$ cat config.mk
export PLATFORM = sky130hd
export DESIGN_NAME = tnss_ram
export DESIGN_NICKNAME = d
export VERILOG_FILES = /design/src/rtl/core/tnss_ram.sv
export SDC_FILE = /design/constraint.sdc
export NUM_CORES = 1
export LEC_CHECK = 0
export BUFFER_PORTS_ARGS = -buffer_cell sky130_fd_sc_hd__buf_2
export CORE_AREA = 2 2 342 344
export CTS_BUF_LIST = sky130_fd_sc_hd__clkbuf_2 sky130_fd_sc_hd__clkbuf_4 sky130_fd_sc_hd__clkbuf_8
export DETAILED_ROUTE_END_ITERATION = 8
export DIE_AREA = 0 0 344 346
export GPL_ROUTABILITY_DRIVEN = 1
export SYNTH_ARGS = -nofsm -noshare
export SYNTH_HDL_FRONTEND = slang
export SYNTH_SLANG_ARGS = --single-unit
$ cat constraint.sdc
create_clock -name clk -period 3.33 [get_ports clk]
set_input_delay 0.999 -clock clk [delete_from_list [all_inputs] [get_ports clk]]
set_output_delay 0.999 -clock clk [all_outputs]
set_load 0.05 [all_outputs]
$ cat src/rtl/core/tnss_ram.sv
// Generic single-port-write, registered-read RAM.
module tnss_ram #(
    parameter int WIDTH = 16,
    parameter int DEPTH = 64
) (
    input  logic                     clk,
    input  logic                     we,
    input  logic [$clog2(DEPTH)-1:0] waddr,
    input  logic [WIDTH-1:0]         wdata,
    input  logic [$clog2(DEPTH)-1:0] raddr,
    output logic [WIDTH-1:0]         rdata
);

    logic [WIDTH-1:0] mem [DEPTH];
    logic [WIDTH-1:0] rdata_reg;

    always_ff @(posedge clk)
    begin
        if (we)
        begin
            mem[waddr] <= wdata;
        end
        rdata_reg <= mem[raddr];
    end

    assign rdata = rdata_reg;

endmodule

==> impl_metrics.py <==
metrics = {
    "run_status": {
        "status": "completed",
    },
    "worst_setup_path": {
        "crit_start": "rdata[6]",
        "crit_arrival_ns": 1.69,
        "reg2reg_depth": 6,
        "rr_startpoint": "mem[21][1]",
        "critPathBufInv": 1,
        "crit_family": "flip-flops",
        "r2r_slack_ns": 1.36,
        "required_ns": 2.33,
        "cp.depth": 1,
        "max_stage_delay_ns": 0.53,
        "cp-end-kind": "output pin",
        "crit_path_top_delay_cell": "dfxtp_1",
        "critPathMaxFanout": 1,
        "worst-setup-path-type": "flip-flop to output pin",
        "cp-start-kind": "flip-flop",
        "worstPathCellList": "buf_2",
    },
    "yosys": {
        "synth_flop_cell": "edfxtp_1",
        "synth_edf_count": 1024,
        "synth_area_um2": 40040,
        "yosysSeqAreaShare_pct": 77.59,
        "synthTopCellsByArea": "edfxtp_1 77%, mux4_2 12%, mux2i_1 2.1%",
        "synth_cells": 1829,
        "syn_nets": 1859,
        "synth_top_area_share_pct": 76.79,
        "ys_seq_elements": 1040,
        "avgSynthCellArea_um2": 21.89,
        "synth_cell_types": 43,
        "async_flop_share_pct": 0,
        "synth_top_cell_by_area": "edfxtp_1",
        "yosysWarnings": 0,
    },
    "timing": {
        "max_freq_ghz": 0.3725,
        "hold_viol_final": 0,
        "setup_viol": 0,
        "final.setup_skew_ns": 0.04553,
        "maxSlewViolCount": 0,
        "fin_crit_sh_pct": 80.63,
        "slew_headroom_pct": 31.78,
        "post-route-min-period_ns": 2.685,
        "worstMarginPinSlew_ns": 1.023,
        "setup_tns_ns": 0,
        "rsz0062_at_grt": "false",
    },
    "drt": {
        "drc": 0,
        "vias": 20070,
        "wl_per_cell_um": 26.44,
        "ant_nets": 0,
        "drtIter0Drc": 2480,
        "firstDrtPassIters": 6,
        "wirelength_um": 100100,
        "routed_via_density": 5.302,
    },
    "power_and_ir_drop": {
        "switchingPower_mw": 5.884,
        "seqPwrFrac_pct": 54.9,
        "p_leak_nw": 14.90,
        "p_sw_share_pct": 22.19,
        "clkPwrFrac_pct": 39.3,
        "power_density_nw_per_um2": 570.8,
        "total_power_mw": 26.51,
        "peakVddDrop_mv": 0.3751,
        "p_int_mw": 20.63,
        "power_frac_comb_pct": 5.8,
    },
    "grt": {
        "overflow": 0,
        "grt_max_degree": 65,
        "grt_usage_pct": 16.83,
        "grt_pass1_wl_um": 145000,
        "antenna_found_initial": 13,
        "grt_pass1_vias": 20580,
    },
    "final_layout": {
        "drive_gt1_share_pct": 33.50,
        "fill_cells": 10180,
        "multi_input_area_um2": 8249,
        "regArea_um2": 31070,
        "fin_nets": 2166,
        "area_growth_pct": 15.99,
        "fin_cells": 3785,
        "largest_reg_flops": 1024,
        "utilization_pct": 40.24,
    },
    "floorplanning": {
        "die_h_um": 346,
        "fp.dieW_um": 344,
        "start_util_pct": 34.69,
        "fp.coreArea_um2": 115400,
        "io_pins": 46,
        "row_count": 125,
        "fp.dieArea_um2": 119000,
    },
    "place": {
        "gp_congestion": 0.8285,
        "hpwl_um": 61960,
        "io_buffers": 45,
        "numPlacedInstances": 3496,
    },
    "clock_network": {
        "clkTransAtPathRegs_ns": 0.06,
        "clock_latency_ns": 0.83,
        "cts-resized-gates": 0,
        "cts_root_buf": "clkbuf_8",
        "post-cts-setup-buffers": 0,
        "hold_buffers": 0,
        "cts_made_buffers": 162,
        "clockBufferDepth": 3,
        "htree_levels": 4,
        "cts_tree": "built",
        "cts_num_sinks": 1040,
    },
    "flow_run": {
        "maxCapViolations": 0,
    },
    "worst_hold_path": {
        "hold_path_depth": 1,
        "hp-class": "input port to flip-flop",
        "hp-start": "wdata[14]",
    },
}
## routing by layer
layer | up-vias | share of wire [%] | wire [um] | track usage (%)
met4 | 6 | 2.5 | 2538 | 5.421
met2 | 910 | 48 | 47600 | 26.29
met5 | - | 0.033 | 33 | 0
met3 | 168 | 8.3 | 8258 | 3.294
li1 | 8321 | - | - | -
met1 | 10660 | 42 | 41630 | 23.70
## power groups by stage
| stage | Combinational [mW] | Sequential (mW) | Clock, mW |
|---|---|---|---|
| after floorplan | 0.750 | 14.9 | 0 |
| after global routing | 1.63 | 14.5 | 11.2 |
| final | 1.55 | 14.5 | 10.4 |
| after CTS | 1.56 | 14.5 | 10.7 |
| after global placement | 1.53 | 14.8 | 0 |
| after detailed placement | 1.56 | 14.8 | 0 |
## Yosys cell counts (24+ instances only)
cell type / count
a22oi_1: 39
nor2b_1: 30
nand2_1: 59
edfxtp_1: 1024
mux2_2: 27
buf_2: 36
mux2i_1: 85
nand3_1: 24
clkbuf_1: 24
nor2_1: 72
mux4_2: 220
## per-stage QoR
step / setup WS, ns / hold slack, ns / cell area (um^2)
after CTS: 0.5817 / 0.5268 / 46430
after detailed placement: 0.05328 / 0.8301 / 43310
final: 0.6452 / 0.6024 / 46440
after global routing: 0.5978 / 0.5856 / 46440
after floorplan: 0.2962 / 0.7503 / 40040
after global placement: 0.05601 / 0.8124 / 43310
## worst paths after layout
| kind | endpoint |
|---|---|
| setup / recovery | rdata[6] |
| hold / removal | mem[30][14] |
| setup reg to reg | rdata[1] |
| hold reg to reg | rdata[5] |
## layout by cell type (no fill, tap or decap), types with 6 or more instances in the layout
cell type  synthesis  final
a311oi_1           8      8
mux4_2           220    220
nor2_1            72     72
nor2b_1           30     30
nand2_1           59     59
buf_2             36     42
a22o_1             6      6
buf_4             13    177
clkbuf_4           1     56
mux2_2            27     27
nand3_1           24     24
a211oi_1           8      8
a221oi_1          16     16
clkinv_2           0     14
a221o_1            6      6
nand4_1           12     12
clkbuf_8           0    169
clkinv_1           0     32
a22oi_1           39     39
a21oi_1           17     17
dfxtp_1           16     16
a31oi_1            8      8
mux2i_1           85     85
a211o_1            8      8
edfxtp_1        1024   1024
buf_12             5     25
## logic make-up (layout without fill, tap and decap cells)
| family | after synthesis | count (layout) | share of synthesized area, % |
|---|---|---|---|
| flops | 1040 | 1040 | 77.59 |
| simple gates | 220 | 220 | 2.647 |
| compound gates | 129 | 129 | 2.409 |
| mux | 336 | 336 | 15.52 |
| buf+inv | 104 | 532 | 1.831 |
| other cells | 0 | 4 | 0 |
## area by class of cell
type | count | share of cell area [%]
Sequential cell | 1040 | 66.90
Timing Repair Buffer | 247 | 4.480
Multi-Input combinational cell | 685 | 17.76
Tap cell | 1524 | 4.106
Clock buffer | 225 | 5.913
Clock inverter | 60 | 0.8190
Antenna cell | 4 | 0.02155
(Power assumes the default switching activity.)
